## src/rtl/bbce_pkg.sv

```systemverilog
// Shared constants, codes and types of the bitmap byte color expander.
package bbce_pkg;

    // Color attribute ROM geometry.
    localparam int COLOR_ROM_DEPTH = 2048;
    localparam int ROM_AW          = $clog2(COLOR_ROM_DEPTH);
    // Lookup sums stay below twice the depth, so one extra bit holds them.
    localparam int LOOKUP_W        = ROM_AW + 1;

    // Input and result field widths.
    localparam int ADDR_W      = 13;
    localparam int DATA_W      = 8;
    localparam int COORD_W     = 8;
    localparam int COLOR_W     = 4;
    localparam int IN_TDATA_W  = 24;
    localparam int OUT_TDATA_W = 24;

    // Configuration port.
    localparam int CFG_IDX_W  = 3;
    localparam int CFG_DATA_W = 2;

    localparam logic [CFG_IDX_W-1:0] REG_COLOR_MODE  = 3'd0;
    localparam logic [CFG_IDX_W-1:0] REG_FLIP_SCREEN = 3'd1;
    localparam logic [CFG_IDX_W-1:0] REG_COLOR_A     = 3'd2;
    localparam logic [CFG_IDX_W-1:0] REG_COLOR_B     = 3'd3;
    localparam logic [CFG_IDX_W-1:0] REG_COLOR_C     = 3'd4;

    // Color ROM layouts; any other code uses the 16x8 layout.
    localparam logic [1:0] MODE_8X16   = 2'd0;
    localparam logic [1:0] MODE_16X16  = 2'd1;
    localparam logic [1:0] MODE_16X8   = 2'd2;
    localparam logic [1:0] MODE_UNUSED = 2'd3;

    // Input word kinds carried on tuser.
    localparam logic ACT_VIDEO      = 1'b0;
    localparam logic ACT_COLOR_LOAD = 1'b1;

    // Queue between the front and the back.
    localparam int QUEUE_DEPTH = 2;
    localparam int QUEUE_AW    = $clog2(QUEUE_DEPTH);

    typedef struct packed {
        logic [1:0] color_mode;
        logic       flip_screen;
        logic       color_reg_a;
        logic       color_reg_b;
        logic       color_reg_c;
    } cfg_t;

    // One video byte ready for expansion into eight pixels.
    typedef struct packed {
        logic [4:0]         column;
        logic [COORD_W-1:0] line;
        logic [DATA_W-1:0]  bits;
        logic [COLOR_W-1:0] color;
        logic               flip;
    } item_t;

endpackage

```

## src/rtl/bbce_back.sv

```systemverilog
// Pixel sequencer: expands each video byte into eight pixel words, most significant bit first.
module bbce_back
(
    input  logic                          clk,
    input  logic                          rst_n,
    input  logic                          not_empty,
    input  bbce_pkg::item_t               pop_item,
    output logic                          pop,
    output logic                          out_valid,
    input  logic                          out_ready,
    output logic [bbce_pkg::COORD_W-1:0]  pixel_x,
    output logic [bbce_pkg::COORD_W-1:0]  pixel_y,
    output logic [bbce_pkg::COLOR_W-1:0]  pixel_color,
    output logic                          last_pixel
);

    logic            active_reg;
    logic [2:0]      idx_reg;
    bbce_pkg::item_t cur_reg;
    logic            out_acc;
    logic            finishing;
    logic [7:0]      raw_x;

    assign out_acc   = active_reg && out_ready;
    assign finishing = out_acc && (idx_reg == 3'd7);
    assign pop       = not_empty && (!active_reg || finishing);

    // Sequencer state: a queued byte follows the eighth pixel without a gap.
    always_ff @(posedge clk or negedge rst_n)
    begin
        if (!rst_n)
        begin
            active_reg <= 1'b0;
            idx_reg    <= '0;
        end
        else
        begin
            if (pop)
            begin
                active_reg <= 1'b1;
                idx_reg    <= '0;
            end
            else if (finishing)
            begin
                active_reg <= 1'b0;
                idx_reg    <= '0;
            end
            else if (out_acc)
            begin
                idx_reg <= idx_reg + 1'b1;
            end
        end
    end

    always_ff @(posedge clk)
    begin
        if (pop)
        begin
            cur_reg <= pop_item;
        end
    end

    // Pixel word: x is the byte column times eight plus the pixel index.
    // Flipping 255 - v on eight bits is a bitwise inversion.
    assign raw_x       = {cur_reg.column, idx_reg};
    assign out_valid   = active_reg;
    assign pixel_x     = cur_reg.flip ? ~raw_x : raw_x;
    assign pixel_y     = cur_reg.flip ? ~cur_reg.line : cur_reg.line;
    assign pixel_color = cur_reg.bits[3'd7 - idx_reg] ? cur_reg.color : '0;
    assign last_pixel  = idx_reg == 3'd7;

endmodule

```

## config.mk

```make
export PLATFORM = sky130hd
export DESIGN_NAME = bbce_back
export DESIGN_NICKNAME = d
export VERILOG_FILES = /design/src/rtl/bbce_pkg.sv /design/src/rtl/bbce_back.sv
export SDC_FILE = /design/constraint.sdc
export NUM_CORES = 1
export LEC_CHECK = 0
export BUFFER_PORTS_ARGS = -buffer_cell sky130_fd_sc_hd__buf_2
export CAP_MARGIN = 0
export CORE_UTILIZATION = 50
export CTS_CLUSTER_SIZE = 8
export DETAILED_ROUTE_END_ITERATION = 10
export PLACE_DENSITY_LB_ADDON = 0.25
export SETUP_SLACK_MARGIN = 0.4
export SYNTH_ARGS = -nofsm -noshare
export SYNTH_HDL_FRONTEND = slang
export SYNTH_SLANG_ARGS = --single-unit
```

## constraint.sdc

```tcl
create_clock -name clk -period 7.4 [get_ports clk]
set_input_delay 1.48 -clock clk [delete_from_list [all_inputs] [get_ports clk]]
set_output_delay 1.48 -clock clk [all_outputs]
set_load 0.01 [all_outputs]
```

* Word-level counts from Yosys, hierarchy flattened
Index checks and enable logic that the tools add are counted.
** Storage, ports and cells
- Bits in registers :: 30
- Bits of input ports :: 30
- Logic and storage cells :: 30
** Cells by class
- Reduce and logical (&&, ||, !) cells :: 7
- $add $sub $neg :: 2
- Bitwise logic cells :: 2
- Order comparisons :: 1
- Mux-type cells :: 10
- Eq/ne operators :: 1
** Operators with widths (count)
- $mux 8 :: 2
- $not 8->8 :: 2
- $mux 3 :: 3
- $lt 3x4->1 const B :: 1
- $mux 4 :: 1
- $add 3x1->3 const B :: 1
- $bmux 1 s3 :: 1
- $eq 3x3->1 const B :: 1
- $logic_and 1x1->1 :: 3
- $mux 1 :: 3
- $reduce_bool 3->1 :: 1
- $sub 3x3->3 const A :: 1
- $reduce_bool 2->1 :: 1
- $logic_not 1->1 :: 1
- $logic_or 1x1->1 :: 1

* Longest topological paths before layout
Gate-level depths: netlist of run 1.
- Depth in word-level cells :: 5
- Depth in mapped cells :: 4
- Gate-level depth less buffers :: 4

* Worst setup path before layout of run 1
No wires, ideal clock.
- Path type :: input port to output port
- Start :: input out_ready
- End :: output pop
- Path slack :: 3.032 ns
- Arrival time :: 2.888 ns
- Cell stages on the path :: 2
- Cells stage by stage :: a21boi_0 -> nor2b_1
** Between the ends
- Cells in the longest elaborated chain, start to end :: 4
** Ends and longest elaborated chain
- start: declaration :: line bbce_back.sv:10 : input logic out_ready,
- $logic_and 1x1->1 :: line bbce_back.sv:24 : assign out_acc = active_reg && out_ready;
- $logic_and 1x1->1 :: line bbce_back.sv:25 : assign finishing = out_acc && (idx_reg == 3'd7);
- $logic_or 1x1->1 :: line bbce_back.sv:26 : assign pop = not_empty && (!active_reg || finishing);
- $logic_and 1x1->1 :: line bbce_back.sv:26
- end: declaration :: line bbce_back.sv:8 : output logic pop,
Every way passes these cells.

* Worst setup path after layout of run 1
Ends and elaborated chain as after synthesis.

==> results of run 1 <==
## where the power goes
group          internal (uW)  switching [uW]
clock                   33.8            48.3
sequential               200            17.7
combinational           53.9            52.1
## cells by family after synthesis
logic type,after synthesis,share of synthesized area [%]
flip-flops,30,69.43
XOR/XNOR,16,11.05
AND/OR/NAND/NOR,12,4.932
buffers and inverters,7,3.057
multiplexers,6,5.325
AO/OA/AOI/OAI,5,4.241
adder cells (fa/ha/maj),2,1.972
## placed cells by master, fill, tap and decap left out, drive strengths merged, types with 3 or more instances in the layout
master,netlist,final
a22o,3,3
buf,3,53
clkbuf,0,5
clkinv,0,3
dfrtp,4,4
edfxtp,26,26
inv,4,4
mux2,3,3
mux2i,3,3
nor3,4,4
xor2,16,16
## per-stage QoR
step                      setup slack (ns)  utilization [%]  std cells  area, sq um
after floorplan                      3.032                -         78         1269
after global placement               3.628            67.48        156         1550
after detailed placement             3.600            67.48        156         1550
after CTS                            3.590            69.61        164         1599
after global routing                 3.509            69.61        164         1599
final                                3.599            69.61        164         1599
## final timing paths
kind	endpoint	slack, ns
setup / recovery	pop	3.60
hold / removal	idx_reg[2]	0.66
setup reg to reg	cur_reg[1]	5.58
hold reg to reg	idx_reg[2]	0.66
max in group asynchronous	idx_reg[2]	6.33
min in group asynchronous	out_valid	0.96
## routing by layer
| layer | part of all wire, % | wire, microns | global-route usage, % |
|---|---|---|---|
| met1 | 43 | 783 | 16.50 |
| met2 | 48 | 872 | 24.26 |
| met3 | 8.7 | 159 | 8.406 |
| met4 | 0.87 | 16 | 7.895 |
| met5 | 0 | 0 | 0 |
## cell type report
cell class                      count  area [sq um]  area share [%]
Inverter                            4         15.01          0.9390
Multi-Input combinational cell     41         351.6           21.99
Clock inverter                      3         11.26          0.7042
Tap cell                           28         35.03           2.191
Clock buffer                        5         37.54           2.347
Sequential cell                    30         880.8           55.09
Timing Repair Buffer               53         267.8           16.74
## worst max-delay path: stages
cell	delay [ns]
sky130_fd_sc_hd__buf_2	0.11
sky130_fd_sc_hd__a21boi_0	0.25
sky130_fd_sc_hd__nor2b_2	0.07
sky130_fd_sc_hd__buf_4	0.24
sky130_fd_sc_hd__buf_2	0.18
==> load_flow_metrics.sql, run 1 <==
INSERT INTO impl_metrics (metric_group, metric, value, unit) VALUES
('sta', 'final-hold-violation-count', '0', ''),
('global_route', 'grt_start_max_net_pins', '28', ''),
('sta', 'rsz0062_at_grt', 'no', ''),
('critical_path', 'critical_path.startpoint', 'out_ready', ''),
('global_route', 'first_global_vias', '679', ''),
('yosys', 'yosys.area.top_type_share', '61.54', '%'),
('route', 'wl_per_cell', '11.17', 'microns'),
('final_layout', 'largest_register_ff_count', '26', ''),
('clock_tree', 'cts_hold_fix_bufs', '0', ''),
('die', 'initial_core_util', '55.23', '%'),
('clock_tree', 'cts.repair_timing.setup_buffer_count', '0', ''),
('final_layout', 'final_nets', '167', ''),
('hold_path', 'hold_path_startpoint', 'idx_reg[2]', ''),
('global_route', 'grt_first_pass_wirelength', '2787', 'microns'),
('sta', 'maxSlewViolCount', '0', ''),
('yosys', 'post-synth-top-count-cell', 'sky130_fd_sc_hd__edfxtp_1', ''),
('power', 'leakage', '0.0007097', 'uW'),
('clock_tree', 'cts-resized-gates', '0', ''),
('yosys', 'synth_edf_count', '26', ''),
('yosys', 'yosys_register_bits', '30', ''),
('yosys', 'mappedNetlistNets', '110', ''),
('global_route', 'grt_use_total', '15.40', '%'),
('hold_path', 'timing.hold.worst.class', 'flop to flop', ''),
('yosys', 'synth_ff_type', 'sky130_fd_sc_hd__edfxtp_1', ''),
('yosys', 'synthesis.area_per_instance', '16.27', 'sq um'),
('route', 'avgViaCountPerCell', '4.707', ''),
('sta', 'setup-tns-final', '0', 'ns'),
('critical_path', 'setup.worst_path.start_class', 'input port', ''),
('clock_tree', 'clkTransAtPathRegs', '0.09', 'ns'),
('critical_path', 'timing.critical_path.required', '5.92', 'ns'),
('sta', 'min_period', '3.801', 'ns'),
('clock_tree', 'cts-htree-levels', '2', ''),
('yosys', 'async_flop_share', '13.33', '%'),
('die', 'floorplan.die_area', '2743', 'sq um'),
('route', 'routed_wl', '1832', 'microns'),
('sta', 'fmax_achieved', '263.1', 'MHz'),
('clock_tree', 'clock_tree.buffer_depth', '2', ''),
('critical_path', 'r2r-start', 'idx_reg[0]', ''),
('clock_tree', 'ctsRootBufferMaster', 'sky130_fd_sc_hd__clkbuf_4', ''),
('placed_design', 'io_buffer_count', '52', ''),
('clock_tree', 'cts_tree', 'done', ''),
('die', 'rows', '17', ''),
('final_layout', 'layout-area-overhead-vs-synth', '26.04', '%'),
('route', 'drc_errors', '0', ''),
('yosys', 'netlist_area', '1269', 'sq um'),
('hold_path', 'worstHoldPathCells', '1', ''),
('route', 'drt_first_pass_iters', '3', ''),
('outcome', 'run_status', 'completed', ''),
('yosys', 'synth_top_cells_by_count', '26 x sky130_fd_sc_hd__edfxtp_1, 16 x sky130_fd_sc_hd__xor2_1, 4 x sky130_fd_sc_hd__dfrtp_1, 4 x sky130_fd_sc_hd__inv_1, 4 x sky130_fd_sc_hd__nor3_1', ''),
('critical_path', 'worst-endpoint-arrival', '2.32', 'ns'),
('clock_tree', 'tritoncts_buffer_count', '5', ''),
('clock_tree', 'worstSkewPairLatency', '0.31', 'ns'),
('flow_run', 'max-cap-violations', '0', ''),
('sta', 'final_setup_violations', '0', ''),
('sta', 'timing.clock.skew', '0.008292', 'ns'),
('route', 'vias', '772', ''),
('critical_path', 'criticalPathCategory', 'input port to primary output', ''),
('yosys', 'synthesis.instances', '78', ''),
('placed_design', 'place_hpwl', '1358', 'microns'),
('die', 'die_h', '52.37', 'microns'),
('critical_path', 'crit_fanout', '27', ''),
('sta', 'worst_slew_pin_slew', '0.7898', 'ns'),
('critical_path', 'r2r.worst_path.cells', '5', ''),
('die', 'core_area', '2297', 'sq um'),
('placed_design', 'gpl.final_weighted_congestion', '0.7180', ''),
('global_route', 'grt_remaining_overflow', '0', ''),
('route', 'detailedRoute.firstIterationViolations', '13', ''),
('yosys', 'synth_top_area_cell', 'sky130_fd_sc_hd__edfxtp_1', ''),
('route', 'antenna_violation_net_count_after_detailed_routing', '0', ''),
('clock_tree', 'clock-sinks', '30', ''),
('yosys', 'ys_seq_area_share', '69.43', '%');
No activity file was read; power rests on OpenSTA's default activity.
==> run 2: changes to the inputs <==
--- a/config.mk
+++ b/config.mk
@@ -5,9 +5,10 @@
 export SDC_FILE = /design/constraint.sdc
 export NUM_CORES = 1
 export LEC_CHECK = 0
+export ABC_AREA = 1
 export BUFFER_PORTS_ARGS = -buffer_cell sky130_fd_sc_hd__buf_2
 export CAP_MARGIN = 0
-export CORE_UTILIZATION = 50
+export CORE_UTILIZATION = 46
 export CTS_CLUSTER_SIZE = 8
 export DETAILED_ROUTE_END_ITERATION = 10
 export PLACE_DENSITY_LB_ADDON = 0.25
==> constraint.sdc (replaced) <==
create_clock -name clk -period 3.7 [get_ports clk]
set_input_delay 0.74 -clock clk [delete_from_list [all_inputs] [get_ports clk]]
set_output_delay 0.74 -clock clk [all_outputs]
set_load 0.01 [all_outputs]
==> run 2 against run 1 <==
Net effect:
- hold slack lost 0.45 ns
- sequential share of layout area shrank 0.64 points
- synthesized cell count grew 28%
- die area grew 9.0%
- highest routed layer unchanged
==> load_flow_metrics.sql, run 2 <==
INSERT INTO impl_metrics (metric_group, metric, value, unit) VALUES
('route', 'avgViaCountPerCell', '4.577', ''),
('placed_design', 'preCtsSetupSlack', '1.176', 'ns'),
('critical_path', 'criticalPathCategory', 'flop to primary output', ''),
('route', 'routed_wl', '2143', 'microns'),
('clock_tree', 'clock-sinks', '30', ''),
('hold_path', 'timing.hold.worst.class', 'input port to asynchronous set/reset pin', ''),
('final_layout', 'layout_common_cells', '52 x sky130_fd_sc_hd__buf_2, 26 x sky130_fd_sc_hd__edfxtp_1, 18 x sky130_fd_sc_hd__inv_1, 16 x sky130_fd_sc_hd__xor2_1, 13 x sky130_fd_sc_hd__nand2_1', ''),
('yosys', 'synth_edf_count', '26', ''),
('global_route', 'initial_antenna_violation_count', '0', ''),
('sta', 'post-route-period-util', '77.34', '%'),
('final_layout', 'sequential_cell_area', '880.8', 'sq um'),
('flow_run', 'max-cap-violations', '0', ''),
('power', 'power.ir.vdd_worst', '0.3410', 'mV'),
('yosys', 'yosys_register_bits', '30', ''),
('clock_tree', 'tritoncts_buffer_count', '5', ''),
('clock_tree', 'cts_tree', 'done', ''),
('sta', 'fmax_achieved', '349.5', 'MHz'),
('critical_path', 'crit_fanout', '27', ''),
('yosys', 'synth_ff_type', 'sky130_fd_sc_hd__edfxtp_1', ''),
('global_route', 'grt_use_total', '16.47', '%'),
('clock_tree', 'cts-htree-levels', '2', ''),
('sta', 'finalWorstSetupSlack', '0.8386', 'ns'),
('placed_design', 'io_buffer_count', '52', ''),
('placed_design', 'post_dp_cell_area', '1569', 'sq um'),
('route', 'wl_per_cell', '11.34', 'microns'),
('yosys', 'synth_top_area_cell', 'sky130_fd_sc_hd__edfxtp_1', ''),
('final_layout', 'layout.filler_cells', '224', ''),
('clock_tree', 'ctsRootBufferMaster', 'sky130_fd_sc_hd__clkbuf_4', ''),
('yosys', 'mappedNetlistNets', '132', ''),
('outcome', 'run_status', 'completed', ''),
('power', 'cellPowerDensity', '514.0', 'nW/um^2'),
('sta', 'maxSlewViolCount', '0', ''),
('die', 'initial_core_util', '50.15', '%'),
('yosys', 'synth_top_cells_by_count', '26 x sky130_fd_sc_hd__edfxtp_1, 18 x sky130_fd_sc_hd__inv_1, 16 x sky130_fd_sc_hd__xor2_1', ''),
('final_layout', 'final_nets', '190', ''),
('yosys', 'synthesis.area_per_instance', '12.76', 'sq um'),
('route', 'drc_errors', '0', ''),
('final_layout', 'final_cell_area', '1618', 'sq um'),
('route', 'vias', '865', ''),
('sta', 'timing.clock.skew', '0.01406', 'ns'),
('critical_path', 'worst-endpoint-arrival', '2.12', 'ns'),
('yosys', 'synth.lib_cells_used.distinct', '13', ''),
('route', 'drt_first_pass_iters', '4', ''),
('final_layout', 'multi_input_comb_area', '311.5', 'sq um'),
('critical_path', 'r2r.worst_path.cells', '7', ''),
('yosys', 'ys_seq_area_share', '69.02', '%'),
('clock_tree', 'cts-resized-gates', '0', ''),
('die', 'rows', '18', ''),
('final_layout', 'final_common_cell', 'sky130_fd_sc_hd__buf_2', ''),
('power', 'leakage', '0.0007649', 'uW'),
('sta', 'timing.max_slew.rel_slack', '47.14', '%'),
('yosys', 'synthesis.instances', '100', ''),
('die', 'floorplan.die_area', '2989', 'sq um'),
('global_route', 'grt_start_max_net_pins', '28', ''),
('global_route', 'grt_first_pass_wirelength', '3180', 'microns'),
('final_layout', 'largest_register_ff_count', '26', ''),
('yosys', 'synth_warnings', '0', ''),
('clock_tree', 'cts_hold_fix_bufs', '0', ''),
('route', 'detailedRoute.firstIterationViolations', '15', ''),
('global_route', 'first_global_vias', '803', ''),
('placed_design', 'place_hpwl', '1634', 'microns'),
('sta', 'final-hold-violation-count', '0', ''),
('sta', 'worst_slew_pin_slew', '0.7929', 'ns'),
('critical_path', 'end_kind', 'primary output', ''),
('clock_tree', 'clock_tree.buffer_depth', '2', ''),
('yosys', 'synth_top_area_cells', 'sky130_fd_sc_hd__edfxtp_1 61%, sky130_fd_sc_hd__xor2_1 11%, sky130_fd_sc_hd__dfrtp_1 7.8%', ''),
('route', 'antenna_violation_net_count_after_detailed_routing', '0', ''),
('clock_tree', 'cts.repair_timing.setup_buffer_count', '0', ''),
('placed_design', 'gpl.final_weighted_congestion', '0.6698', ''),
('yosys', 'async_flop_share', '13.33', '%'),
('final_layout', 'antennaDiodeCount', '0', ''),
('sta', 'rsz0062_at_grt', 'no', ''),
('final_layout', 'drive_gt1_share', '39.62', '%'),
('die', 'core_area', '2545', 'sq um'),
('critical_path', 'timing.critical_path.required', '2.96', 'ns'),
('die', 'die_h', '54.67', 'microns'),
('final_layout', 'layout-area-overhead-vs-synth', '26.76', '%'),
('clock_tree', 'worstSkewPairLatency', '0.32', 'ns'),
('critical_path', 'setup.worst_path.start_class', 'flop', ''),
('global_route', 'grt_remaining_overflow', '0', ''),
('die', 'die-width', '54.67', 'microns'),
('sta', 'min_period', '2.861', 'ns'),
('clock_tree', 'clkTransAtPathRegs', '0.09', 'ns'),
('sta', 'final_setup_violations', '0', ''),
('yosys', 'netlist_area', '1276', 'sq um'),
('yosys', 'yosys.area.top_type_share', '61.18', '%'),
('yosys', 'post-synth-top-count-cell', 'sky130_fd_sc_hd__edfxtp_1', ''),
('sta', 'setup-tns-final', '0', 'ns'),
('die', 'top_level_ports', '53', '');
-- run 2: logic make-up after synthesis --
kind of cell,count (synthesis),share of synthesized area [%]
compound gates,5,1.960
xor+xnor,16,10.98
fa+ha+maj,2,1.960
buf+inv,21,6.764
flops,30,69.02
simple gates,26,9.314
-- run 2: report_power, final --
group          total, uW  internal, uW  switching [uW]
Combinational        223          93.8             129
Clock                175          75.6            99.6
Sequential           434           401            33.0
-- run 2: worst max-delay path: stages (launching register included) --
cell	delay [ns]
sky130_fd_sc_hd__dfrtp_1	0.49
sky130_fd_sc_hd__ha_1	0.20
sky130_fd_sc_hd__ha_1	0.17
sky130_fd_sc_hd__inv_1	0.06
sky130_fd_sc_hd__o21ai_0	0.23
sky130_fd_sc_hd__inv_1	0.08
sky130_fd_sc_hd__nor2_2	0.07
sky130_fd_sc_hd__buf_4	0.31
sky130_fd_sc_hd__buf_2	0.20
-- run 2: cell type report --
cell class / count / share of cell area (%)
flip-flops and latches: 30 / 54.45
multi-input cells: 49 / 19.26
repair buffers: 53 / 16.55
well taps: 30 / 2.320
clock buffers: 8 / 3.016
inverters: 19 / 4.408
-- run 2: worst paths after layout --
path	start	to	slack (ns)
worst max-delay path	idx_reg[0]	pop	0.84
worst min-delay path	rst_n	idx_reg[2]	0.20
worst max register to register	idx_reg[0]	cur_reg[11]	1.77
worst min register to register	out_valid	out_valid	0.64
max in group asynchronous	rst_n	idx_reg[0]	3.36
min in group clk	pop_item[15]	cur_reg[15]	0.59
-- run 2: per-layer routing --
layer / GRT usage, % / wire length [microns] / vias to the layer above / share of wire [%]
met5: 0 / 0 / - / 0
met4: 9.402 / 23 / 0 / 1.1
met3: 7.778 / 177 / 4 / 8.3
met2: 27.51 / 1056 / 39 / 49
met1: 16.61 / 886 / 384 / 41
li1: - / - / 438 / -
-- run 2: metrics by stage --
step	total power, uW	std cells	hold slack (ns)	util [%]
after floorplan	574.7	100	0.4444	-
after global placement	657.3	181	0.5463	61.65
after detailed placement	665.8	181	0.5514	61.65
after CTS	840.2	189	0.1948	63.57
after global routing	888.8	189	0.1929	63.57
final	831.6	189	0.2025	63.57
