===== config.mk =====
export PLATFORM = sky130hd
export DESIGN_NAME = bbce_queue
export DESIGN_NICKNAME = d
export VERILOG_FILES = /design/src/rtl/bbce_pkg.sv /design/src/rtl/bbce_queue.sv
export SDC_FILE = /design/constraint.sdc
export NUM_CORES = 1
export LEC_CHECK = 0
export ABC_AREA = 1
export BUFFER_PORTS_ARGS = -buffer_cell sky130_fd_sc_hd__buf_2
export CELL_PAD_IN_SITES_DETAIL_PLACEMENT = 1
export CELL_PAD_IN_SITES_GLOBAL_PLACEMENT = 1
export CORE_MARGIN = 8
export CORE_UTILIZATION = 46
export CTS_CLUSTER_DIAMETER = 80
export CTS_CLUSTER_SIZE = 28
export DETAILED_ROUTE_END_ITERATION = 7
export PLACE_DENSITY = 0.81
export RECOVER_POWER = 25
export SYNTH_ARGS = -nofsm -noshare
export SYNTH_HDL_FRONTEND = slang
export SYNTH_SLANG_ARGS = --single-unit

===== constraint.sdc =====
create_clock -name clk -period 4.6 [get_ports clk]
set_input_delay 0.46 -clock clk [delete_from_list [all_inputs] [get_ports clk]]
set_output_delay 0.46 -clock clk [all_outputs]
set_load 0.01 [all_outputs]

===== src/rtl/bbce_pkg.sv =====
// Shared constants, codes and types of the bitmap byte color expander.
package bbce_pkg;

    // Color attribute ROM geometry.
    localparam int COLOR_ROM_DEPTH = 2048;
    localparam int ROM_AW          = $clog2(COLOR_ROM_DEPTH);
    // Lookup sums stay below twice the depth, so one extra bit holds them.
    localparam int LOOKUP_W        = ROM_AW + 1;

    // Input and result field widths.
    localparam int ADDR_W      = 13;
    localparam int DATA_W      = 8;
    localparam int COORD_W     = 8;
    localparam int COLOR_W     = 4;
    localparam int IN_TDATA_W  = 24;
    localparam int OUT_TDATA_W = 24;

    // Configuration port.
    localparam int CFG_IDX_W  = 3;
    localparam int CFG_DATA_W = 2;

    localparam logic [CFG_IDX_W-1:0] REG_COLOR_MODE  = 3'd0;
    localparam logic [CFG_IDX_W-1:0] REG_FLIP_SCREEN = 3'd1;
    localparam logic [CFG_IDX_W-1:0] REG_COLOR_A     = 3'd2;
    localparam logic [CFG_IDX_W-1:0] REG_COLOR_B     = 3'd3;
    localparam logic [CFG_IDX_W-1:0] REG_COLOR_C     = 3'd4;

    // Color ROM layouts; any other code uses the 16x8 layout.
    localparam logic [1:0] MODE_8X16   = 2'd0;
    localparam logic [1:0] MODE_16X16  = 2'd1;
    localparam logic [1:0] MODE_16X8   = 2'd2;
    localparam logic [1:0] MODE_UNUSED = 2'd3;

    // Input word kinds carried on tuser.
    localparam logic ACT_VIDEO      = 1'b0;
    localparam logic ACT_COLOR_LOAD = 1'b1;

    // Queue between the front and the back.
    localparam int QUEUE_DEPTH = 2;
    localparam int QUEUE_AW    = $clog2(QUEUE_DEPTH);

    typedef struct packed {
        logic [1:0] color_mode;
        logic       flip_screen;
        logic       color_reg_a;
        logic       color_reg_b;
        logic       color_reg_c;
    } cfg_t;

    // One video byte ready for expansion into eight pixels.
    typedef struct packed {
        logic [4:0]         column;
        logic [COORD_W-1:0] line;
        logic [DATA_W-1:0]  bits;
        logic [COLOR_W-1:0] color;
        logic               flip;
    } item_t;

endpackage


===== src/rtl/bbce_queue.sv =====
// Short queue of looked-up video bytes between the front end and the pixel sequencer.
module bbce_queue
(
    input  logic            clk,
    input  logic            rst_n,
    input  logic            push,
    input  bbce_pkg::item_t push_item,
    output logic            full,
    input  logic            pop,
    output logic            not_empty,
    output bbce_pkg::item_t pop_item
);

    bbce_pkg::item_t                 entry_mem [bbce_pkg::QUEUE_DEPTH];
    logic [bbce_pkg::QUEUE_AW-1:0]   wr_ptr_reg;
    logic [bbce_pkg::QUEUE_AW-1:0]   rd_ptr_reg;
    logic [bbce_pkg::QUEUE_AW:0]     count_reg;
    logic [bbce_pkg::QUEUE_AW:0]     count_next;

    assign full      = count_reg == (bbce_pkg::QUEUE_AW + 1)'(bbce_pkg::QUEUE_DEPTH);
    assign not_empty = count_reg != '0;
    assign pop_item  = entry_mem[rd_ptr_reg];

    // Entry storage.
    always_ff @(posedge clk)
    begin
        if (push)
        begin
            entry_mem[wr_ptr_reg] <= push_item;
        end
    end

    // Pointers and fill count.
    always_comb
    begin
        count_next = count_reg;
        if (push && !pop)
        begin
            count_next = count_reg + 1'b1;
        end
        else if (pop && !push)
        begin
            count_next = count_reg - 1'b1;
        end
    end

    always_ff @(posedge clk or negedge rst_n)
    begin
        if (!rst_n)
        begin
            wr_ptr_reg <= '0;
            rd_ptr_reg <= '0;
            count_reg  <= '0;
        end
        else
        begin
            if (push)
            begin
                wr_ptr_reg <= (wr_ptr_reg == bbce_pkg::QUEUE_AW'(bbce_pkg::QUEUE_DEPTH - 1))
                              ? '0 : wr_ptr_reg + 1'b1;
            end
            if (pop)
            begin
                rd_ptr_reg <= (rd_ptr_reg == bbce_pkg::QUEUE_AW'(bbce_pkg::QUEUE_DEPTH - 1))
                              ? '0 : rd_ptr_reg + 1'b1;
            end
            count_reg <= count_next;
        end
    end

endmodule


# Word-level counts from Yosys, hierarchy flattened
# Memory sizes are Yosys's and may differ from the RTL's.
# Cells that the tools add are included.
# totals
reg_bits,4
ramBits,52
input_bits,30
output_inout_bits,28
wordCells,21
mem_count,1
# op_classes
add_sub_neg,4
n_eq_ne,1
mux,6
n_reduce_logical,6
# mem_list
memory,depth,word_bits,rd,rd_ports_with_merged_regs,write_ports,line_no,rtl
entry_mem,2,26,1,0,1,bbce_queue.sv:14,bbce_pkg::item_t entry_mem [bbce_pkg::QUEUE_DEPTH];
# op_table
op,n
$mux 1,4
$mux 2,2
$reduce_bool 2->1,2
$add 1x1->1 const B,2
$add 2x1->2 const B,1
$eq 2x2->1 const B,1
$logic_and 1x1->1,2
$logic_not 1->1,2
$sub 2x1->2 const B,1

# Logic depth before layout (Yosys ltp)
# Gate-level depths: netlist of the first run.
# depth
depth_word,4
ltp_mapped,7
mapped_depth_nobuf,7

# Worst setup path after synthesis of the first run
# Ideal clock, no wire load.
# synth_path
path_kind,input to register
start,input port push
end,memory entry_mem[0][0] in the netlist's numbering (enable)
setup_ps,409
arrival_ps,1599
required_ps,4191
path_slack_ps,2592
stages,2
path_buffers,0
cell_sequence,inv_1 > nor2_1
# synth_between
elab_chain_len,2
# synth_rtl
item,line_no,rtl
from (decl),bbce_queue.sv:6,"input logic push,"
$mux 1,bbce_queue.sv:27,if (push)
$mux 1 (not written as such),bbce_queue.sv:29,entry_mem[wr_ptr_reg] <= push_item;
to (decl),bbce_queue.sv:14,
# No other way between the ends.

==> results.yml, run 1 <==
timing:
  slew_viol_final: 0
  fin_worst_skew_ps: 11.4
  report.final.hold_viol_count: 0
  holdWs_ps: 336
  post-route-min-period_ps: 2370
  grt_setup_unrepaired: "false"
  highest_attainable_clock_frequency_ghz: 0.423
  relSlewSlack_pct: 30.4
  setup_viol: 0
  tns_ps: 0
  layout_worst_path_cycle_share_pct: 51.4
  worst_pin_slew_ps: 1040
die:
  core.rowCount: 25
  area_of_the_core_sq_um: 4660
  dieArea_sq_um: 7210
  initial_utilization_pct: 46.8
  io-pin-count: 58
  die_width_um: 84.9
  chipHeight_um: 84.9
cts:
  tritoncts: "yes"
  clock-root-buffer: "clkbuf_8"
  post_cts_resized: 0
  cts-hold-fix-buffers: 1
  tritoncts.num_buffers: 5
  clock_sink_count: 56
  clkLatencyLatePin_ps: 300
  cts.htree.levels: 2
  clk_pin_slew_worst_paths_ps: 100
  cts_max_path_bufs: 2
  cts_setup_buffers: 0
route:
  drt_pre_antenna_iters: 4
  detail-route-antenna-nets: 0
  routed_length_per_placed_instance_um: 17.9
  route.detailed.vias_per_inst: 4.85
  drc: 0
  route.final.wire_length_mm: 4.03
  routed-via-count: 1091
  initialDrtViolationCount: 63
hold_path:
  min-delay-path-class: "in2reg"
  min_from: "push_item[8]"
outcome:
  status: "completed"
layout:
  largest_register_ff_count: 52
  n_fill_cell: 438
  share_of_post_route_cells_with_drive_strength_above_1_pct: 50.9
  antenna-diode-count: 0
  nNetsFinal: 201
  syn2layout_area_growth_pct: 18.8
critical_path:
  rr_startpoint: "wr_ptr_reg$_DFFE_PN0P_"
  worst_setup_path_end_kind: "output port"
  ff2ff_setup_slack_ps: 2970
  worst-r2r-cell-count: 2
  worstPathCellList: "buf_4 -> mux2_2 -> buf_2"
  crit_start: "rd_ptr_reg$_DFFE_PN0P_"
  worst_r2r_dst: "entry_mem[1][11]$_DFFE_PP_"
  critPathCapture: "pop_item[6]"
  worstPathMaxFanout: 18
  critical-path-max-stage-delay_ps: 680
  cp_slowest_cell: "dfrtp_1"
  critical_path_required_ps: 4140
  critPathLaunchType: "flip-flop"
  cp_data_arrival_time_ps: 1910
  critical_path_class: "reg2out"
power:
  worst_vdd_drop_mv: 0.259
  cellLeakagePower_nw: 1.06
  power.total_mw: 1.48
  p_per_area_nw_per_um2: 571
global_route:
  grt_pass1_wl_mm: 6.30
  global_route.usage.met2_pct: 20.5
  global_route.peak_usage_layer: "met2"
  grt_pass1_vias: 1263
  grt.met3_usage_pct: 4.34
  grt_max_degree: 27
  residual_overflow_from_global_routing: 0
  gr_met1_demand_resource_pct: 12.0
  grt_antenna_before_repair: 0
  grt_usage_pct: 11.5
synth:
  syn_nets: 137
  yosys-top-cells-area: "edfxtp_1, mux2_4, dfrtp_1, mux2_2, buf_12"
  synth_seq_area_share_pct: 76.1
  post_synth.cell_area_avg_sq_um: 20.6
  synthDominantAreaCellType: "edfxtp_1"
  synth_compound_gate_area_share_pct: 0
  synth_xor_xnor_area_share_pct: 1.20
  yosys_warnings: 0
  synth.area.mux_share_pct: 16.7
  yosysUniqueCellTypes: 14
  ys_ff_latch: 56
  synth_top_area_share_pct: 71.5
  yosys.area_share.simple_pct: 1.89
  dominant_combinational_cell_family_by_area_after_synthesis: "multiplexers"
  yosys.area_share.adder_pct: 0.573
  cell_area_after_synthesis_sq_um: 2180
  netlist_instances: 106
run:
  max-cap-violations: 0
place:
  gp_congestion: 0.634
  post_detail_place_hpwl_mm: 3.16
  i_o_buffers: 57
critical path: cells and delay by family, from the launching register on:
kind	cells	cell delay [ps]
buffers and inverters	2	550
flip-flops	1	680
multiplexers	1	380
cells in the mapped netlist:
| cell | n |
|---|---|
| buf_12 | 2 |
| buf_6 | 1 |
| dfrtp_1 | 4 |
| edfxtp_1 | 52 |
| ha_1 | 1 |
| inv_1 | 7 |
| mux2_2 | 7 |
| mux2_4 | 19 |
| nand2_1 | 6 |
| nand3_1 | 1 |
| nand4_1 | 1 |
| nor2_1 | 2 |
| xnor2_1 | 1 |
| xor2_1 | 2 |
power by group:
group / internal, mW / total [mW] / switching [mW]
combinational: 0.249 / 0.485 / 0.237
sequential: 0.680 / 0.737 / 0.0567
clock: 0.108 / 0.258 / 0.150
total: 1.04 / 1.48 / 0.443
through the flow:
step	setup slack, ps	cell area [sq um]	util, %	std cells
after floorplan	2590	2180	-	106
after global placement	2600	2500	53.7	216
after detailed placement	2540	2500	53.7	216
after CTS	2200	2600	55.8	225
after global routing	2150	2590	55.7	225
final	2230	2590	55.7	225
layout by cell type (no fill, tap or decap):
cell type      instances
buf_2                 50
buf_4                  2
clkbuf_1               7
clkbuf_8               5
clkinv_2               1
clkinvlp_4             1
dfrtp_1                4
dlygate4sd3_1          1
edfxtp_1              52
ha_1                   1
inv_1                  7
inv_6                  1
mux2_2                 7
mux2_4                19
nand2_1                6
nand3_1                1
nand4_1                1
nor2_1                 1
nor2_2                 1
xnor2_1                1
xor2_1                 2
final cells by class:
class	instances	area, sq um	area share [%]
Tap cell	54	67.6	2.60
Inverter	7	26.3	1.01
Clock buffer	5	68.8	2.65
Timing Repair Buffer	60	302	11.6
Sequential cell	56	1660	64.1
Clock inverter	3	21.3	0.820
Multi-Input combinational cell	40	447	17.2
metal layers:
metal  wire [um]  vias to the layer above
met5           0                        -
met4          40                        0
met2        2130                       34
met3         262                        5
li1            -                      519
met1        1590                      533
how the worst min path moves through the flow:
stage	endpoint	slack [ps]	cells after the start
2_1_floorplan	count_reg[0]$_DFFE_PN0P_	160	0
3_3_place_gp	count_reg[0]$_DFFE_PN0P_	270	1
3_5_place_dp	count_reg[1]$_DFFE_PN0P_	270	1
4_1_cts	entry_mem[0][8]$_DFFE_PP_	330	1
5_1_grt	entry_mem[1][8]$_DFFE_PP_	320	1
6_report	entry_mem[1][8]$_DFFE_PP_	340	1
kinds of logic (layout without fill, tap and decap cells):
kind of cell  after synthesis  in the layout
flops                      56             56
simple gates               10             10
mux                        26             26
fa+ha+maj                   1              1
buf+inv                    10             75
xor+xnor                    3              3
Power figures use the tool's default switching activity.
==> run 2, diff against run 1 <==
--- a/config.mk
+++ b/config.mk
@@ -10,11 +10,11 @@
 export CELL_PAD_IN_SITES_DETAIL_PLACEMENT = 1
 export CELL_PAD_IN_SITES_GLOBAL_PLACEMENT = 1
 export CORE_MARGIN = 8
-export CORE_UTILIZATION = 46
+export CORE_UTILIZATION = 43
 export CTS_CLUSTER_DIAMETER = 80
 export CTS_CLUSTER_SIZE = 28
 export DETAILED_ROUTE_END_ITERATION = 7
-export PLACE_DENSITY = 0.81
+export PLACE_DENSITY = 0.77
 export RECOVER_POWER = 25
 export SYNTH_ARGS = -nofsm -noshare
 export SYNTH_HDL_FRONTEND = slang
==> constraint.sdc (replaced) <==
create_clock -name clk -period 2.4 [get_ports clk]
set_input_delay 0.24 -clock clk [delete_from_list [all_inputs] [get_ports clk]]
set_output_delay 0.24 -clock clk [all_outputs]
set_load 0.01 [all_outputs]
==> run 2 against run 1 <==
  * Clock-buffer cell count is 1 higher
  * Via count increased by 1.6%
  * Hold slack got worse by 210 ps
  * Largest power group unchanged
==> results.yml, run 2 (synthesis results as in run 1) <==
outcome:
  status: "completed"
place:
  detailed_place.area_sq_um: 2540
  post_detail_place_hpwl_mm: 2.94
  i_o_buffers: 57
  gp_congestion: 0.670
route:
  route.detailed.vias_per_inst: 4.56
  route.final.wire_length_mm: 3.89
  detail-route-antenna-nets: 0
  initialDrtViolationCount: 37
  drc: 0
  drt_pre_antenna_iters: 4
  routed-via-count: 1109
  routed_length_per_placed_instance_um: 16.0
cts:
  clk_pin_slew_worst_paths_ps: 90
  post_cts_resized: 0
  clkLatencyLatePin_ps: 300
  clock_sink_count: 56
  tritoncts: "yes"
  cts_max_path_bufs: 2
  cts.htree.levels: 2
  tritoncts.num_buffers: 5
  clock-root-buffer: "clkbuf_8"
  cts_setup_buffers: 0
layout:
  share_of_post_route_cells_with_drive_strength_above_1_pct: 51.4
  postLayoutCellArea_sq_um: 2630
  most-common-layout-cells: "edfxtp_1, buf_2, mux2_4"
  syn2layout_area_growth_pct: 20.5
  antenna-diode-count: 0
  most_common_cell_after_layout_fill_and_taps_aside: "edfxtp_1"
  nNetsFinal: 203
  largest_register_ff_count: 52
die:
  core.rowCount: 26
  die_width_um: 87.3
  dieArea_sq_um: 7610
  chipHeight_um: 87.3
  io-pin-count: 58
  area_of_the_core_sq_um: 5010
  initial_utilization_pct: 43.6
critical_path:
  cp_slowest_cell: "mux2_2"
  worstPathCellList: "buf_4 -> mux2_2 -> buf_2"
  critPathLaunchType: "flip-flop"
  critical-path-max-stage-delay_ps: 370
  worstPathMaxFanout: 14
  ff2ff_setup_slack_ps: 950
  cp_data_arrival_time_ps: 1430
  worst_setup_path_end_kind: "output port"
  critical_path_required_ps: 2160
  critical_path_class: "reg2out"
global_route:
  grt_max_degree: 21
  grt_pass1_vias: 1220
  grt_usage_pct: 11.0
  grt_pass1_wl_mm: 6.26
  residual_overflow_from_global_routing: 0
  grt_antenna_before_repair: 0
hold_path:
  min-delay-path-class: "in2reg"
timing:
  report.final.hold_viol_count: 0
  tns_ps: 0
  relSlewSlack_pct: 72.7
  setup_viol: 0
  layout_worst_path_cycle_share_pct: 69.5
  highest_attainable_clock_frequency_ghz: 0.600
  worst_pin_slew_ps: 408
  fin_worst_skew_ps: 2.14
  post-route-min-period_ps: 1670
  slew_viol_final: 0
  grt_setup_unrepaired: "false"
power:
  p_per_area_nw_per_um2: 1090
  cellLeakagePower_nw: 1.08
  worst_vdd_drop_mv: 0.507
run:
  max-cap-violations: 0
==> run 2: cell types whose count changed in the layout (fill, tap and decap cells not counted) <==
| cell | before | now |
|---|---|---|
| clkinvlp_4 | 1 | 0 |
| clkinv_2 | 1 | 2 |
| buf_4 | 2 | 4 |
| inv_6 | 1 | 0 |
| clkbuf_8 | 5 | 6 |
==> run 2: stage by stage <==
| stage | setup slack [ps] | std cells | utilization, % | hold slack (ps) | power (mW) |
|---|---|---|---|---|---|
| CTS | 700 | 243 | 52.7 | 112 | 2.92 |
| floorplan | 474 | 106 | - | -55.6 | 2.12 |
| detailed placement | 935 | 234 | 50.6 | 55.6 | 2.41 |
| global placement | 984 | 234 | 50.6 | 50.1 | 2.37 |
| finish | 732 | 243 | 52.5 | 121 | 2.87 |
| global route | 646 | 243 | 52.5 | 103 | 3.03 |
==> run 2: worst paths after layout <==
check | from | endpoint | cells after the start
max | rd_ptr_reg$_DFFE_PN0P_ | pop_item[10] | 3
max in group asynchronous | rst_n | count_reg[0]$_DFFE_PN0P_ | 2
max reg2reg | wr_ptr_reg$_DFFE_PN0P_ | entry_mem[0][21]$_DFFE_PP_ | 2
min | pop | rd_ptr_reg$_DFFE_PN0P_ | 2
min in group asynchronous | rst_n | wr_ptr_reg$_DFFE_PN0P_ | 2
min reg2reg | count_reg[1]$_DFFE_PN0P_ | count_reg[1]$_DFFE_PN0P_ | 2
==> run 2: power breakdown <==
part | switching, mW | internal [mW]
clock network | 0.278 | 0.231
logic | 0.498 | 0.493
registers | 0.0662 | 1.30
total | 0.842 | 2.02
==> run 2: worst max-delay path: cells and delay by family (launching register included) <==
| kind | cells | cell delay (ps) |
|---|---|---|
| flops | 1 | 350 |
| mux | 1 | 370 |
| buf+inv | 2 | 400 |
==> run 2: layout make-up <==
class / count / area [sq um]
Clock buffer: 6 / 82.6
Clock inverter: 2 / 10.0
Fill cell: 509 / 2380
Inverter: 7 / 26.3
Multi-Input combinational cell: 40 / 447
Sequential cell: 56 / 1660
Tap cell: 70 / 87.6
Timing Repair Buffer: 62 / 317
==> run 2: timing repair <==
action,CTS,global route
hold buffers,1,0
endpoints found under the hold margin,4,0
endpoints found under the setup margin,0,0
==> run 2: routing by layer <==
layer | GRT usage [%] | share of wire, % | routed length [um] | up-vias
met5 | 0 | 0 | 0 | -
met4 | 3.75 | 1.1 | 43 | 0
met3 | 5.57 | 9.7 | 376 | 5
met2 | 18.7 | 50 | 1940 | 41
met1 | 11.5 | 39 | 1530 | 539
li1 | - | - | - | 524
==> run 3, diff against run 2 <==
--- a/config.mk
+++ b/config.mk
@@ -5,16 +5,16 @@
 export SDC_FILE = /design/constraint.sdc
 export NUM_CORES = 1
 export LEC_CHECK = 0
-export ABC_AREA = 1
+export ABC_AREA = 0
 export BUFFER_PORTS_ARGS = -buffer_cell sky130_fd_sc_hd__buf_2
 export CELL_PAD_IN_SITES_DETAIL_PLACEMENT = 1
 export CELL_PAD_IN_SITES_GLOBAL_PLACEMENT = 1
 export CORE_MARGIN = 8
-export CORE_UTILIZATION = 43
+export CORE_UTILIZATION = 39
 export CTS_CLUSTER_DIAMETER = 80
 export CTS_CLUSTER_SIZE = 28
 export DETAILED_ROUTE_END_ITERATION = 7
-export PLACE_DENSITY = 0.77
+export PLACE_DENSITY = 0.73
 export RECOVER_POWER = 25
 export SYNTH_ARGS = -nofsm -noshare
 export SYNTH_HDL_FRONTEND = slang
==> constraint.sdc (replaced) <==
create_clock -name clk -period 1.43 [get_ports clk]
set_input_delay 0.143 -clock clk [delete_from_list [all_inputs] [get_ports clk]]
set_output_delay 0.143 -clock clk [all_outputs]
set_load 0.01 [all_outputs]
==> run 3 against run 2 <==
  * The run now ends with negative setup slack left
  * Die area increased by 7.6%
  * Sequential share of layout area down 5.0 points
  * Sequential power grew 71%
  * Synthesized area fell by 0.80%
  * First-iteration DRC count is 22% lower
  * Via count fell by 1.8%
  * Routed wire length increased by 7.5%
  * Register-to-register slack worse by 690 ps
  * Non-clock buffer count is 4 higher
  * Critical endpoint is now pop_item[2]
  * Largest power group unchanged
  * Highest routed layer unchanged
==> results.yml, run 3 <==
critical_path:
  critPathLaunchType: "flip-flop"
  worst_setup_path_end_kind: "output port"
  cp_data_arrival_time_ps: 1390
  worst-r2r-cell-count: 2
  critical_path_required_ps: 1290
  critical_path_class: "reg2out"
  worstPathMaxFanout: 10
cts:
  clock_sink_count: 56
  clk_pin_slew_worst_paths_ps: 90
  clock-root-buffer: "clkbuf_8"
  cts.htree.levels: 2
  tritoncts: "yes"
  cts_max_path_bufs: 2
  tritoncts.num_buffers: 5
  clkLatencyLatePin_ps: 300
global_route:
  grt_usage_pct: 10.1
  grt_max_degree: 22
  grt_pass1_wl_mm: 6.41
  residual_overflow_from_global_routing: 0
  grt_pass1_vias: 1300
  grt_antenna_before_repair: 0
hold_path:
  min-delay-path-class: "in2reg"
  worst_hold_path.num_cells: 1
synth:
  syn_nets: 128
  post-synth-top-count-cell: "edfxtp_1"
  synth_top_area_share_pct: 72.1
  synth_seq_area_share_pct: 76.7
  yosys_warnings: 0
  synthDominantAreaCellType: "edfxtp_1"
  synth.top_cells.by_count: "edfxtp_1, mux2_4, mux2_2"
  synth-async-reset-ratio_pct: 7.14
  yosysUniqueCellTypes: 14
  cell_area_after_synthesis_sq_um: 2170
  synth-edff-count: 52
  netlist_instances: 97
  ys_ff_latch: 56
  post_synth.cell_area_avg_sq_um: 22.3
  ys_dominant_reg_cell: "edfxtp_1"
  yosys-top-cells-area: "edfxtp_1, mux2_4, dfrtp_1, mux2_2, buf_12"
die:
  core.rowCount: 27
  initial_utilization_pct: 39.8
  area_of_the_core_sq_um: 5440
  die_width_um: 90.5
  chipHeight_um: 90.5
  dieArea_sq_um: 8190
  io-pin-count: 58
place:
  detailed_place.area_sq_um: 2550
  i_o_buffers: 57
  place_worst_setup_slack_ps: 199
  gp_congestion: 0.671
timing:
  relSlewSlack_pct: 83.5
  tns_ps: -2100
  slew_viol_final: 0
  worst_pin_slew_ps: 247
  layout_worst_path_cycle_share_pct: 107
  post-route-min-period_ps: 1530
  fin_worst_skew_ps: 9.95
  highest_attainable_clock_frequency_ghz: 0.653
  grt_setup_unrepaired: "true"
  setup_slack_of_the_critical_path_after_layout_ps: -100
  setup_viol: 26
  report.final.hold_viol_count: 0
route:
  drc: 0
  route.detailed.vias_per_inst: 4.54
  initialDrtViolationCount: 29
  detail-route-antenna-nets: 0
  routed_length_per_placed_instance_um: 17.4
  route.final.wire_length_mm: 4.18
  drt_pre_antenna_iters: 4
  routed-via-count: 1089
power:
  cellLeakagePower_nw: 1.15
  worst_vdd_drop_mv: 0.784
  p_per_area_nw_per_um2: 1910
outcome:
  status: "complete, but fails checks"
  violated_checks: "negative setup slack"
layout:
  largest_register_ff_count: 52
  syn2layout_area_growth_pct: 32.1
  nNetsFinal: 198
  most_common_cell_after_layout_fill_and_taps_aside: "edfxtp_1"
  fin_util_pct: 52.6
  multi_input_area_sq_um: 483
  n_fill_cell: 523
  regArea_sq_um: 1660
  share_of_post_route_cells_with_drive_strength_above_1_pct: 54.2
  postLayoutCellArea_sq_um: 2860
  most-common-layout-cells: "edfxtp_1, mux2_4, buf_6, buf_2, clkbuf_1"
  antenna-diode-count: 0
run:
  max-cap-violations: 0
==> run 3: cell count changes after synthesis, sizes merged <==
cell / before / now
nand3: 1 / 0
xor2: 2 / 4
nor2: 2 / 1
nand4: 1 / 0
and2: 0 / 1
inv: 7 / 1
nand2: 6 / 0
nor2b: 0 / 2
or2: 0 / 1
==> run 3: repair_timing <==
action                                 4_1_cts  5_1_grt
setup endpoints to repair                   26       26
hold buffers                                 1        0
gates resized for setup                     18       15
gates cloned                                 0        1
endpoints found under the hold margin        4        0
buffers inserted                             0        1
==> run 3: final timing paths <==
check / start / endpoint / slack [ps]
worst max-delay path: rd_ptr_reg$_DFFE_PN0P_ / pop_item[2] / -100
worst min-delay path: push_item[25] / entry_mem[0][25]$_DFFE_PP_ / 30
worst max register to register: wr_ptr_reg$_DFFE_PN0P_ / entry_mem[1][16]$_DFFE_PP_ / 260
worst min register to register: count_reg[1]$_DFFE_PN0P_ / count_reg[1]$_DFFE_PN0P_ / 490
max in group asynchronous: rst_n / rd_ptr_reg$_DFFE_PN0P_ / 1140
min in group asynchronous: rst_n / count_reg[1]$_DFFE_PN0P_ / 170
==> run 3: per-stage QoR <==
step / total power [mW] / hold WS (ps) / std cells
floorplan: 3.56 / -153 / 97
detailed placement: 4.11 / -46.8 / 229
global route: 5.73 / 13.3 / 240
global placement: 4.03 / -48.4 / 229
CTS: 5.26 / 16.0 / 238
finish: 5.45 / 32.2 / 240
==> run 3: cell families (layout without fill, tap and decap cells) <==
logic type / after synthesis / in the layout / synth area share, %
DFF: 56 / 56 / 76.7
muxes: 26 / 26 / 16.8
xor gates and xnor gates: 5 / 5 / 2.02
and+or+nand+nor: 5 / 5 / 1.33
buffers and inverters: 4 / 75 / 2.54
adders and majority gates: 1 / 1 / 0.578
==> run 3: report_power, final <==
| part | leakage, nW | switching, mW | internal (mW) |
|---|---|---|---|
| registers | 0.534 | 0.151 | 2.19 |
| clock network | 0.0445 | 0.456 | 0.394 |
| logic | 0.568 | 0.914 | 1.35 |
==> run 3: worst max-delay path, stage by stage (launching register included) <==
cell       delay (ps)
dfrtp_2           470
clkbuf_16         200
mux2_4            300
buf_6             120
==> run 3: layout make-up <==
cell class,instances,share of cell area (%)
flip-flops and latches,56,58.1
clock buffers,7,3.02
multi-input cells,37,16.9
inverters,1,0.131
well taps,72,3.15
clock inverters,1,0.262
repair buffers,66,18.4
==> run 3: metal layers <==
layer	part of all wire, %	up-vias	global-route usage, %
li1	-	507	-
met1	38	534	9.32
met2	53	43	19.0
met3	8.1	5	5.15
met4	0.48	0	2.08
met5	0	-	0
